===== config.mk =====
export PLATFORM = sky130hd
export DESIGN_NAME = greedy_text_line_wrapper_flat
export DESIGN_NICKNAME = d
export VERILOG_FILES = /design/src/rtl/glw_pkg.sv /design/src/rtl/glw_if.sv /design/src/rtl/glw_cell.sv /design/src/rtl/glw_chain.sv /design/src/rtl/greedy_text_line_wrapper.sv /design/src/flat_wrapper.sv
export VERILOG_INCLUDE_DIRS = /design/src /design/src/rtl
export SDC_FILE = /design/constraint.sdc
export NUM_CORES = 1
export LEC_CHECK = 0
export ABC_CLOCK_PERIOD_IN_PS = 15900
export BUFFER_PORTS_ARGS = -buffer_cell sky130_fd_sc_hd__clkbuf_2
export CORE_UTILIZATION = 40
export CTS_BUF_LIST = sky130_fd_sc_hd__clkbuf_4 sky130_fd_sc_hd__clkbuf_8
export DETAILED_ROUTE_END_ITERATION = 8
export SKIP_CTS_REPAIR_TIMING = 1
export SYNTH_ARGS = -nofsm -noshare
export SYNTH_HDL_FRONTEND = slang
export SYNTH_HIERARCHICAL = 1
export SYNTH_SLANG_ARGS = --single-unit
export TNS_END_PERCENT = 50

===== constraint.sdc =====
create_clock -name clk -period 15.9 [get_ports clk]
set_clock_uncertainty 0.15 [all_clocks]
set_input_delay 3.18 -clock clk [delete_from_list [all_inputs] [get_ports clk]]
set_output_delay 3.18 -clock clk [all_outputs]
set_load 0.05 [all_outputs]

===== src/rtl/assert_macros.svh =====
// Assertion macros shared by the line wrapper RTL.
`ifndef ASSERT_MACROS_SVH
`define ASSERT_MACROS_SVH

// Check a condition at every clock edge outside reset.
`define ASSERT_ALWAYS(label, cond, msg) \
  label: assert property (@(posedge clk) disable iff (!rst_n) (cond)) else $error(msg);

// Check that a consequence holds in the cycle after its trigger.
`define ASSERT_NEXT(label, trig, cons, msg) \
  label: assert property (@(posedge clk) disable iff (!rst_n) (trig) |=> (cons)) else $error(msg);

`endif


===== src/rtl/glw_pkg.sv =====
// Shared types and constants of the greedy text line wrapper.
package glw_pkg;

  localparam int DEF_MAX_COLUMNS = 64;
  localparam int CFG_W           = 7;

  localparam logic [7:0] CH_SPACE   = 8'd32;
  localparam logic [7:0] CH_NEWLINE = 8'd10;

  localparam logic OP_CHAR = 1'b0;
  localparam logic OP_EOT  = 1'b1;

  typedef enum logic [2:0] {
    ST_IDLE,
    ST_CHECK,
    ST_SCAN,
    ST_EMIT,
    ST_DROP,
    ST_PASS
  } state_t;

  typedef struct packed {
    logic shift;
    logic load;
  } cell_ctrl_t;

  typedef struct packed {
    logic [7:0] line_char;
    logic       has_char;
    logic       end_of_line;
    logic       end_of_text;
  } out_item_t;

endpackage


===== src/rtl/glw_if.sv =====
// Handshake channel interfaces of the line wrapper: text input, line output, config.
interface glw_in_if;
  logic       valid;
  logic       ready;
  logic       opcode;
  logic [7:0] char_code;

  modport source (output valid, output opcode, output char_code, input ready);
  modport sink   (input valid, input opcode, input char_code, output ready);
endinterface

interface glw_out_if;
  logic       valid;
  logic       ready;
  logic [7:0] line_char;
  logic       has_char;
  logic       end_of_line;
  logic       end_of_text;

  modport source (output valid, output line_char, output has_char, output end_of_line,
                  output end_of_text, input ready);
  modport sink   (input valid, input line_char, input has_char, input end_of_line,
                  input end_of_text, output ready);
endinterface

interface glw_cfg_if;
  logic       valid;
  logic       ready;
  logic [6:0] line_columns;

  modport source (output valid, output line_columns, input ready);
  modport sink   (input valid, input line_columns, output ready);
endinterface


===== src/rtl/glw_cell.sv =====
// One pending-byte cell: loads a new byte or takes its right neighbor's byte.
module glw_cell
  import glw_pkg::*;
(
  input  logic       clk,
  input  cell_ctrl_t ctrl,
  input  logic [7:0] right_byte,
  input  logic [7:0] wr_byte,
  output logic [7:0] byte_q,
  output logic       is_space
);

  logic [7:0] byte_r;

  always_ff @(posedge clk) begin
    if (ctrl.shift) begin
      byte_r <= right_byte;
    end else if (ctrl.load) begin
      byte_r <= wr_byte;
    end
  end

  assign byte_q   = byte_r;
  assign is_space = (byte_r == CH_SPACE);

endmodule


===== src/rtl/glw_chain.sv =====
// Row of pending-byte cells; shifting moves every byte one cell toward the front.
module glw_chain
  import glw_pkg::*;
#(
  parameter int DEPTH = DEF_MAX_COLUMNS + 1,
  parameter int IDX_W = $clog2(DEPTH)
) (
  input  logic             clk,
  input  logic             shift,
  input  logic             load_en,
  input  logic [IDX_W-1:0] load_idx,
  input  logic [7:0]       wr_byte,
  output logic [7:0]       front_byte,
  output logic [DEPTH-1:0] space_vec
);

  logic [7:0] bytes [DEPTH];

  for (genvar i = 0; i < DEPTH; i++) begin : g_cell
    cell_ctrl_t ctrl;
    logic [7:0] right;

    assign ctrl.shift = shift;
    assign ctrl.load  = load_en && (load_idx == IDX_W'(i));

    if (i == DEPTH - 1) begin : g_last
      assign right = 8'h00;
    end else begin : g_mid
      assign right = bytes[i+1];
    end

    glw_cell u_cell (
      .clk        (clk),
      .ctrl       (ctrl),
      .right_byte (right),
      .wr_byte    (wr_byte),
      .byte_q     (bytes[i]),
      .is_space   (space_vec[i])
    );
  end

  assign front_byte = bytes[0];

endmodule


===== src/rtl/greedy_text_line_wrapper.sv =====
// Greedy text line wrapper top level: control sequencer over a row of byte cells.
// A plain byte is accepted, then the pending length is checked. A line break scans C+1
// entries (C = columns), emits its items, drops the next line's leading spaces and
// rechecks; a flush scans each pending byte, then emits its items. Output stalls hold
// the emit step; the scan takes one entry per cycle. No byte is accepted outside idle.
// Reset (rst_n low at a clock edge) empties the pending row at once; no clearing pass.
module greedy_text_line_wrapper
  import glw_pkg::*;
#(
  parameter int MAX_COLUMNS = DEF_MAX_COLUMNS
) (
  input  logic      clk,
  input  logic      rst_n,
  glw_in_if.sink    in_ch,
  glw_out_if.source out_ch,
  glw_cfg_if.sink   cfg_ch
);

`include "assert_macros.svh"

  // The row holds one byte more than a full line, so a break point can sit just past it.
  localparam int DEPTH = MAX_COLUMNS + 1;
  localparam int IDX_W = $clog2(DEPTH);
  localparam int CNT_W = $clog2(DEPTH + 1);

  state_t           state_r, state_nxt;
  logic [CNT_W-1:0] count_r, count_nxt;
  logic             skip_r, skip_nxt;
  logic [CFG_W-1:0] cfg_r, cfg_nxt;
  logic             out_valid_r, out_valid_nxt;
  out_item_t        out_r, out_nxt;
  out_item_t        hold_r, hold_nxt;

  // Scan state: position, last limit, and what the scan has found so far.
  logic [CNT_W-1:0] k_r, k_nxt;
  logic [CNT_W-1:0] lim_r, lim_nxt;
  logic             found_r, found_nxt;
  logic [CNT_W-1:0] ns_len_r, ns_len_nxt;
  logic [CNT_W-1:0] trim_sp_r, trim_sp_nxt;
  logic [CNT_W-1:0] len_r, len_nxt;
  logic             brk_r, brk_nxt;
  logic             eot_r, eot_nxt;

  logic             shift;
  logic             load_en;
  logic [7:0]       front_byte;
  logic [DEPTH-1:0] space_vec;

  logic [8:0]       cfg_ext;
  logic [CNT_W-1:0] cols;
  logic             in_fire;
  logic             out_free;
  logic             is_pass;
  logic             is_flush;
  logic             is_dropped;
  logic             cur_sp;
  logic             scan_last;
  logic             step_found;
  logic [CNT_W-1:0] step_trim;
  logic [CNT_W-1:0] step_ns;
  logic             drop_more;
  logic             emit_pop;
  logic             eot_out;

  // Saturate the column count at the row capacity.
  assign cfg_ext = {2'b00, cfg_r};
  assign cols    = (cfg_ext > 9'(MAX_COLUMNS)) ? CNT_W'(MAX_COLUMNS) : CNT_W'(cfg_ext);

  assign in_ch.ready  = (state_r == ST_IDLE);
  assign cfg_ch.ready = 1'b1;
  assign in_fire      = in_ch.valid && in_ch.ready;
  assign out_free     = !out_valid_r || out_ch.ready;

  // Classify the incoming item.
  assign is_pass    = (cols == '0);
  assign is_flush   = (in_ch.opcode == OP_EOT) || (in_ch.char_code == CH_NEWLINE);
  assign is_dropped = skip_r && (in_ch.char_code == CH_SPACE);

  // One scan step: remember the last space and the trimmed length in front of it.
  assign cur_sp     = space_vec[k_r[IDX_W-1:0]];
  assign scan_last  = (k_r == lim_r);
  assign step_found = found_r || cur_sp;
  assign step_trim  = cur_sp ? ns_len_r : trim_sp_r;
  assign step_ns    = cur_sp ? ns_len_r : CNT_W'(k_r + 1'b1);

  // Leading spaces of the next line are dropped from the front.
  assign drop_more = (count_r != '0) && space_vec[0];

  glw_chain #(
    .DEPTH (DEPTH),
    .IDX_W (IDX_W)
  ) u_chain (
    .clk        (clk),
    .shift      (shift),
    .load_en    (load_en),
    .load_idx   (count_r[IDX_W-1:0]),
    .wr_byte    (in_ch.char_code),
    .front_byte (front_byte),
    .space_vec  (space_vec)
  );

  // Next state.
  always_comb begin
    state_nxt = state_r;
    unique case (state_r)
      ST_IDLE: begin
        if (in_fire) begin
          if (is_pass) begin
            state_nxt = ST_PASS;
          end else if (is_flush) begin
            state_nxt = (count_r == '0) ? ST_EMIT : ST_SCAN;
          end else if (!is_dropped) begin
            state_nxt = ST_CHECK;
          end
        end
      end
      ST_CHECK: begin
        state_nxt = (count_r > cols) ? ST_SCAN : ST_IDLE;
      end
      ST_SCAN: begin
        if (scan_last) begin
          state_nxt = ST_EMIT;
        end
      end
      ST_EMIT: begin
        if (out_free && (len_r <= CNT_W'(1))) begin
          state_nxt = brk_r ? ST_DROP : ST_IDLE;
        end
      end
      ST_DROP: begin
        if (!drop_more) begin
          state_nxt = ST_CHECK;
        end
      end
      ST_PASS: begin
        if (out_free) begin
          state_nxt = ST_IDLE;
        end
      end
      default: state_nxt = ST_IDLE;
    endcase
  end

  // Datapath and outputs.
  always_comb begin
    count_nxt     = count_r;
    skip_nxt      = skip_r;
    cfg_nxt       = cfg_r;
    out_valid_nxt = out_valid_r && !out_ch.ready;
    out_nxt       = out_r;
    hold_nxt      = hold_r;
    k_nxt         = k_r;
    lim_nxt       = lim_r;
    found_nxt     = found_r;
    ns_len_nxt    = ns_len_r;
    trim_sp_nxt   = trim_sp_r;
    len_nxt       = len_r;
    brk_nxt       = brk_r;
    eot_nxt       = eot_r;
    shift         = 1'b0;
    load_en       = 1'b0;

    if (cfg_ch.valid && cfg_ch.ready) begin
      cfg_nxt = cfg_ch.line_columns;
    end

    unique case (state_r)
      ST_IDLE: begin
        if (in_fire) begin
          if (is_pass) begin
            // Echo the byte unwrapped; end of text closes the one line empty.
            if (in_ch.opcode == OP_EOT) begin
              hold_nxt = '{line_char: 8'h00, has_char: 1'b0, end_of_line: 1'b1,
                           end_of_text: 1'b1};
            end else begin
              hold_nxt = '{line_char: in_ch.char_code, has_char: 1'b1, end_of_line: 1'b0,
                           end_of_text: 1'b0};
            end
            count_nxt = '0;
            skip_nxt  = 1'b1;
          end else if (is_flush) begin
            // Flush the pending line, trimmed of trailing spaces.
            brk_nxt     = 1'b0;
            eot_nxt     = in_ch.opcode;
            len_nxt     = '0;
            lim_nxt     = CNT_W'(count_r - 1'b1);
            k_nxt       = '0;
            found_nxt   = 1'b0;
            ns_len_nxt  = '0;
            trim_sp_nxt = '0;
          end else if (!is_dropped) begin
            skip_nxt = 1'b0;
            if (count_r < CNT_W'(DEPTH)) begin
              load_en   = 1'b1;
              count_nxt = CNT_W'(count_r + 1'b1);
            end
          end
        end
      end
      ST_CHECK: begin
        if (count_r > cols) begin
          // Start a break: search the first C+1 bytes for the last space.
          brk_nxt     = 1'b1;
          eot_nxt     = 1'b0;
          lim_nxt     = cols;
          k_nxt       = '0;
          found_nxt   = 1'b0;
          ns_len_nxt  = '0;
          trim_sp_nxt = '0;
        end
      end
      ST_SCAN: begin
        k_nxt       = CNT_W'(k_r + 1'b1);
        found_nxt   = step_found;
        ns_len_nxt  = step_ns;
        trim_sp_nxt = step_trim;
        if (scan_last) begin
          if (brk_r) begin
            len_nxt = step_found ? step_trim : cols;
          end else begin
            len_nxt = step_ns;
          end
        end
      end
      ST_EMIT: begin
        if (out_free) begin
          out_valid_nxt = 1'b1;
          if (len_r == '0) begin
            out_nxt = '{line_char: 8'h00, has_char: 1'b0, end_of_line: 1'b1,
                        end_of_text: eot_r};
          end else begin
            out_nxt = '{line_char: front_byte, has_char: 1'b1,
                        end_of_line: (len_r == CNT_W'(1)),
                        end_of_text: (len_r == CNT_W'(1)) && eot_r};
            shift     = 1'b1;
            count_nxt = CNT_W'(count_r - 1'b1);
            len_nxt   = CNT_W'(len_r - 1'b1);
          end
          // A flush leaves the row empty; trimmed spaces are discarded with it.
          if (!brk_r && (len_r <= CNT_W'(1))) begin
            count_nxt = '0;
            skip_nxt  = 1'b1;
          end
        end
      end
      ST_DROP: begin
        if (drop_more) begin
          shift     = 1'b1;
          count_nxt = CNT_W'(count_r - 1'b1);
        end else begin
          skip_nxt = (count_r == '0);
        end
      end
      ST_PASS: begin
        if (out_free) begin
          out_valid_nxt = 1'b1;
          out_nxt       = hold_r;
        end
      end
      default: begin
      end
    endcase
  end

  always_ff @(posedge clk) begin
    if (!rst_n) begin
      state_r     <= ST_IDLE;
      count_r     <= '0;
      skip_r      <= 1'b1;
      cfg_r       <= '0;
      out_valid_r <= 1'b0;
    end else begin
      state_r     <= state_nxt;
      count_r     <= count_nxt;
      skip_r      <= skip_nxt;
      cfg_r       <= cfg_nxt;
      out_valid_r <= out_valid_nxt;
    end
  end

  always_ff @(posedge clk) begin
    out_r     <= out_nxt;
    hold_r    <= hold_nxt;
    k_r       <= k_nxt;
    lim_r     <= lim_nxt;
    found_r   <= found_nxt;
    ns_len_r  <= ns_len_nxt;
    trim_sp_r <= trim_sp_nxt;
    len_r     <= len_nxt;
    brk_r     <= brk_nxt;
    eot_r     <= eot_nxt;
  end

  assign out_ch.valid       = out_valid_r;
  assign out_ch.line_char   = out_r.line_char;
  assign out_ch.has_char    = out_r.has_char;
  assign out_ch.end_of_line = out_r.end_of_line;
  assign out_ch.end_of_text = out_r.end_of_text;

  assign emit_pop = (state_r == ST_EMIT) && out_free && (len_r > CNT_W'(1));
  assign eot_out  = out_valid_r && out_r.end_of_text;

  `ASSERT_ALWAYS(a_count_range, count_r <= CNT_W'(DEPTH), "pending count beyond row depth")
  `ASSERT_ALWAYS(a_skip_empty, !skip_r || (count_r == '0), "skip flag with bytes pending")
  `ASSERT_NEXT(a_emit_pop, emit_pop, count_r == CNT_W'($past(count_r) - 1'b1), "missed pop")
  `ASSERT_ALWAYS(a_eot_eol, !eot_out || out_r.end_of_line, "end of text without end of line")

endmodule

===== src/flat_wrapper.sv =====
// flat-port wrapper written by rule: the top's interface ports become plain ports
module greedy_text_line_wrapper_flat import glw_pkg::*;
#(
  parameter int MAX_COLUMNS = DEF_MAX_COLUMNS
)
  (clk, rst_n, in_ch_valid, in_ch_opcode, in_ch_char_code, in_ch_ready, out_ch_valid, out_ch_line_char, out_ch_has_char, out_ch_end_of_line, out_ch_end_of_text, out_ch_ready, cfg_ch_valid, cfg_ch_line_columns, cfg_ch_ready);
  glw_in_if in_ch_i ();
  glw_out_if out_ch_i ();
  glw_cfg_if cfg_ch_i ();
  input  logic clk;
  input  logic rst_n;
  input wire logic [$bits(in_ch_i.valid)-1:0] in_ch_valid;
  input wire logic [$bits(in_ch_i.opcode)-1:0] in_ch_opcode;
  input wire logic [$bits(in_ch_i.char_code)-1:0] in_ch_char_code;
  output wire logic [$bits(in_ch_i.ready)-1:0] in_ch_ready;
  output wire logic [$bits(out_ch_i.valid)-1:0] out_ch_valid;
  output wire logic [$bits(out_ch_i.line_char)-1:0] out_ch_line_char;
  output wire logic [$bits(out_ch_i.has_char)-1:0] out_ch_has_char;
  output wire logic [$bits(out_ch_i.end_of_line)-1:0] out_ch_end_of_line;
  output wire logic [$bits(out_ch_i.end_of_text)-1:0] out_ch_end_of_text;
  input wire logic [$bits(out_ch_i.ready)-1:0] out_ch_ready;
  input wire logic [$bits(cfg_ch_i.valid)-1:0] cfg_ch_valid;
  input wire logic [$bits(cfg_ch_i.line_columns)-1:0] cfg_ch_line_columns;
  output wire logic [$bits(cfg_ch_i.ready)-1:0] cfg_ch_ready;
  assign in_ch_i.valid = in_ch_valid;
  assign in_ch_i.opcode = in_ch_opcode;
  assign in_ch_i.char_code = in_ch_char_code;
  assign in_ch_ready = in_ch_i.ready;
  assign out_ch_valid = out_ch_i.valid;
  assign out_ch_line_char = out_ch_i.line_char;
  assign out_ch_has_char = out_ch_i.has_char;
  assign out_ch_end_of_line = out_ch_i.end_of_line;
  assign out_ch_end_of_text = out_ch_i.end_of_text;
  assign out_ch_i.ready = out_ch_ready;
  assign cfg_ch_i.valid = cfg_ch_valid;
  assign cfg_ch_i.line_columns = cfg_ch_line_columns;
  assign cfg_ch_ready = cfg_ch_i.ready;
  greedy_text_line_wrapper #(.MAX_COLUMNS(MAX_COLUMNS)) u_core (.clk(clk), .rst_n(rst_n), .in_ch(in_ch_i), .out_ch(out_ch_i), .cfg_ch(cfg_ch_i));
endmodule

After elaboration in Yosys (flattened, before gate mapping):

Cells that the tools add are included.

* register bits: 599
* bits in latches: 0
* RAM bits: 0
* memory bits (read-only): 0
* output and inout port bits: 14
* logic and storage cells: 620
* memories kept: 0

* add/subtract/negate cells: 4
* multiply operators: 0
* divide/modulo/power cells: 0
* order comparisons: 5
* eq/ne operators: 155
* shift operators: 0
* multiplexer cells: 209
* bitwise gates (word level): 0
* reductions and logical operators: 161

Operators with widths (number)
* 8-bit 2-to-1 mux: 128
* 8-bit by 6-bit == test with 1-bit output, second input constant: 66
* 7-bit by 6-bit == test with 1-bit output, second input constant: 32
* 7-bit 2-to-1 mux: 25
* 2-bit nonzero test: 66
* 7-bit by 5-bit == test with 1-bit output, second input constant: 16
* 7-bit case mux with 3 select lines: 5
* 1-bit logical AND: 72
* 7-bit by 4-bit == test with 1-bit output, second input constant: 8
* 11-bit 2-to-1 mux: 3
* 3-bit 2-to-1 mux: 10
* 7-bit by 3-bit == test with 1-bit output, second input constant: 4
* 1-bit 2-to-1 mux: 28
* 11-bit case mux with 2 select lines: 1
* 7-bit logical NOT: 3
* 3-bit case mux with 6 select lines: 1
* 7-bit by 1-bit adder with 7-bit output, second input constant: 2
* 7-bit by 1-bit == test with 1-bit output, second input constant: 2
* 7-bit by 2-bit == test with 1-bit output, second input constant: 2
* 2-bit by 1-bit != test with 1-bit output, second input constant: 7
* 7-bit case mux with 2 select lines: 1
* 7-bit AND reduction: 2
* 7-bit by 1-bit subtractor with 7-bit output, second input constant: 2
* 3-bit != test, second input constant: 4
* 27 further kinds: 44

Depth between registers and ports, before layout:

* depth in word-level cells: 10
* mapped depth: 11
* gate-level depth less buffers: 10

Cells and area by module:

Netlist, hierarchy kept.

By module, submodules not included
* glw_cell: times used 65, cells an instance 21, area an instance 397.9 um^2, seq. area each 240.2 um^2
* greedy_text_line_wrapper: times used 1, cells an instance 527, area an instance 5148.7 um^2, seq. area each 2152.1 um^2
* glw_chain: times used 1, cells an instance 105, area an instance 618.1 um^2, seq. area each 0.0 um^2

Worst setup path after synthesis:

No wires, ideal clock.

* path kind: input -> register
* from: in out_ch_ready
* to: reg u_core.u_chain.g_cell[0].u_cell.byte_r[0], data pin
* setup time: 260 ps
* arrival: 8717 ps
* data required time: 15490 ps
* setup slack: 6772 ps
* cell stages on the path: 5
* buffers on the path: 1
* cells stage by stage: nand2b_1 -> nand2_1 -> o22ai_1 -> buf_6 -> mux2_4

* longest elaborated chain between the ends: 4

RTL lines
* start: declaration: RTL line flat_wrapper.sv:21 `input wire logic [$bits(out_ch_i.ready)-1:0] out_ch_ready;`
* 1-bit logical OR: RTL line greedy_text_line_wrapper.sv:72 `assign out_free = !out_valid_r || out_ch.ready;`
* 1-bit 2-to-1 mux: RTL line greedy_text_line_wrapper.sv:226 `if (out_free) begin`
* 1-bit case mux with 2 select lines: RTL line greedy_text_line_wrapper.sv:167 `unique case (state_r)`
* net u_core.shift: RTL line greedy_text_line_wrapper.sv:44 `logic shift;`
* 8-bit 2-to-1 mux: RTL line glw_cell.sv:16 `if (ctrl.shift) begin`
* end signal: assignment: RTL line glw_cell.sv:17 `byte_r <= right_byte;`
* end signal: assignment: RTL line glw_cell.sv:19 `byte_r <= wr_byte;`
* end: declaration: RTL line glw_cell.sv:13 `logic [7:0] byte_r;`

The timed path passes the listed nets, and every way through them passes these cells.
A chain may end at the register's enable or synchronous reset.

==> out/metrics.cfg <==
[yosys]
ys_seq_area_share_pct = 56.2
synthDistinctLibCells = 72
synth.ff_latch_count = 598
async_flop_share_pct = 0
synthMuxAreaShare_pct = 26.9
ys_warn_count = 6
synth_edf_count = 579
synth_top_family_by_area = multiplexers
syn_area_per_cell_um2 = 15.8
synth-compound-area-share_pct = 2.34
syn_inst = 1997
synth_xor_area_share_pct = 0.609
synth.cell_area_um2 = 31600
synthSimpleGateAreaFrac_pct = 10.1
synthAdderAreaFrac_pct = 0.514
synth_ff_type = edfxtp_1

[floorplan]
start_util_pct = 40.6
chipHeight_um = 283
placeableCoreArea_um2 = 77800
rows = 102
io_pins = 35
die_area_um2 = 80200
die_width_um = 283

[global_route]
grt_pass1_vias = 17400
grtUsageTotal_pct = 17.3
antenna_found_initial = 2
grt_max_degree = 176
grt.overflow.total = 0
grt_first_pass_wirelength_um = 107000

[placement]
place_congestion = 0.821
dp_hpwl_um = 41300
port_buffers = 33

[final_layout]
finalNetCount = 2080
fillers = 6934
final_common_cell = edfxtp_1
drive_gt1_share_pct = 38.1
mostFrequentLayoutCells = edfxtp_1, mux2_4, nor2_1
syn_to_final_growth_pct = 8.37
diodes = 0
utilization_pct = 44.0

[sta]
tns_ps = 0
tightest_slew_ps = 1300
setup_viol = 0
slew_headroom_pct = 13.2
fin_crit_sh_pct = 40.5
hold_viol_final = 0
period_minus_slack_ps = 6450
fmax_ghz = 0.155
rsz0062_at_grt = false
drv_slew = 0

[route]
drt-initial-drc-count = 1658
drc = 0
wl_per_cell_um = 22.3
wirelength_um = 70600
routed_via_density = 5.46
ant_nets = 0
vias = 17300
dr.pass1.iters = 5

[clock_tree]
cts_root_buffer = clkbuf_8
cts_buffers = 98
cts.sinks = 598
cts_buffer_depth = 3
clkSlewWorstSetupHoldPaths_ps = 70
cts_tree = built
insertion_delay_ps = 680
htree_num_levels = 3

[power]
clkPwrFrac_pct = 26.8
p_seq_share_pct = 45.1
design_power_total_mw = 4.92
peakVddDrop_mv = 0.0788
p_leak_nw = 12.5
combPwrFrac_pct = 28.1
power.internal_mw = 3.40
switchingPower_mw = 1.52
switching_share_pct = 30.8
power.density_nw_per_um2 = 144

[critical_path]
cp_max_fo = 67
cp_slowest_cell = or4b_1
critPathTopFamily = simple AND/OR/NAND/NOR gates
crit_path_end_kind = register
crit_arrival_ps = 6650
critPathBufInv = 2
critPathMaxStageDelay_ps = 880
start_kind = input port
crit_type = input port to register
cp.required_ps = 16110
cp_cell_sequence = buf_4, or4_1, o41ai_2, nor2_1, nor4bb_2, buf_4, or4b_1, nor4_1, or2_2
crit_path_frequent_cell = buf_4
r2r_slack_ps = 11280

[outcome]
status = complete, no violations

[flow_run]
cap_violations = 0

[hold_path]
worstHoldPathType = register to register

registers in the layout, indices dropped and copies added (netlist names):
name                                 count
u_core/hold_r                           10
u_core/out_ch.has_char                   1
u_core/found_r                           1
u_core/state_r                           3
u_core/out_ch.end_of_text                1
u_core/trim_sp_r                         7
u_core/u_chain/g_cell.u_cell/byte_q    520
u_core/ns_len_r                          7
u_core/out_ch.end_of_line                1
u_core/skip_r                            1
u_core/out_ch.line_char                  8
u_core/out_ch.valid                      1
u_core/k_r                               7
u_core/lim_r                             7
u_core/count_r                           7
u_core/cfg_r                             7
u_core/len_r                             7
u_core/eot_r                             1
u_core/brk_r                             1
cell type report:
cell class	count	area [um^2]	share of cell area [%]
flip-flops and latches	598	17800	51.8
multi-input cells	1280	12900	37.5
clock buffers	131	1630	4.75
well taps	1040	1300	3.80
repair buffers	55	388	1.13
clock inverters	47	273	0.796
inverters	13	48.8	0.142
cell usage after synthesis (all sizes together) (5+ instances only):
master   count  area (um^2)
a21oi       41          205
ha          13          163
nand4b       5         43.8
or4b         6         60.1
buf         87          897
and2         9         56.3
o21ai       29          145
nand4        5         31.3
or2         66          413
xor2        18          158
nor4        76          475
mux4        13          327
nor2b       14         87.6
nor2       165          619
o22ai        6         37.5
edfxtp     579        17400
nand4bb      9          101
dfxtp       19          380
inv         13         48.8
nand3       12         60.1
mux2i       34          340
nand2       75          282
mux2       524         7860
and4b       65          651
nand2b       6         37.5
nor3        13         87.6
clkbuf      26         97.6
power groups by stage:
stage	logic [mW]	registers (mW)	clock network, mW
finish	1.38	2.22	1.32
CTS	1.37	2.22	1.35
global route	1.47	2.24	1.42
global placement	1.35	2.24	0
floorplan	1.14	2.20	0
detailed placement	1.37	2.25	0
cells by family after synthesis:
group / count (synthesis)
compound gates: 117
xor+xnor: 22
fa+ha+maj: 13
buf+inv: 126
flops: 598
mux: 571
other cells: 2
simple gates: 548
stage by stage:
step	instance area, um^2	setup WS, ps	std cells	hold slack (ps)
2_1_floorplan	31700	6770	2004	281
3_3_place_gp	32400	8770	2986	323
3_5_place_dp	32400	8800	2986	318
4_1_cts	34300	9530	3164	335
5_1_grt	34300	9360	3164	367
6_report	34300	9450	3164	333
worst reg2reg max path, delay by kind of cell (launching register included):
family,cells,cell delay (ps)
buffers and inverters,2,1730
and+or+nand+nor,4,1270
DFF,1,950
AOI/OAI and AO/OA,1,200
worst paths after layout:
kind	startpoint	to	depth (start not counted)
max	in_ch_char_code[2]	u_core/u_chain/g_cell[12].u_cell/byte_q[1]	9
min	u_core/skip_r	u_core/skip_r	2
max reg2reg	u_core/count_r[4]	u_core/u_chain/g_cell[63].u_cell/byte_q[0]	7
min reg2reg	u_core/skip_r	u_core/skip_r	2
per-layer routing:
| metal | share of wire (%) | up-vias | global-route usage [%] | wire length, um |
|---|---|---|---|---|
| li1 | - | 7831 | - | - |
| met1 | 47 | 8820 | 25.0 | 33500 |
| met2 | 45 | 523 | 26.5 | 31800 |
| met3 | 5.8 | 101 | 3.43 | 4060 |
| met4 | 1.7 | 0 | 4.11 | 1190 |
| met5 | 0 | - | 0 | 0 |
(Power assumes the default switching activity.)
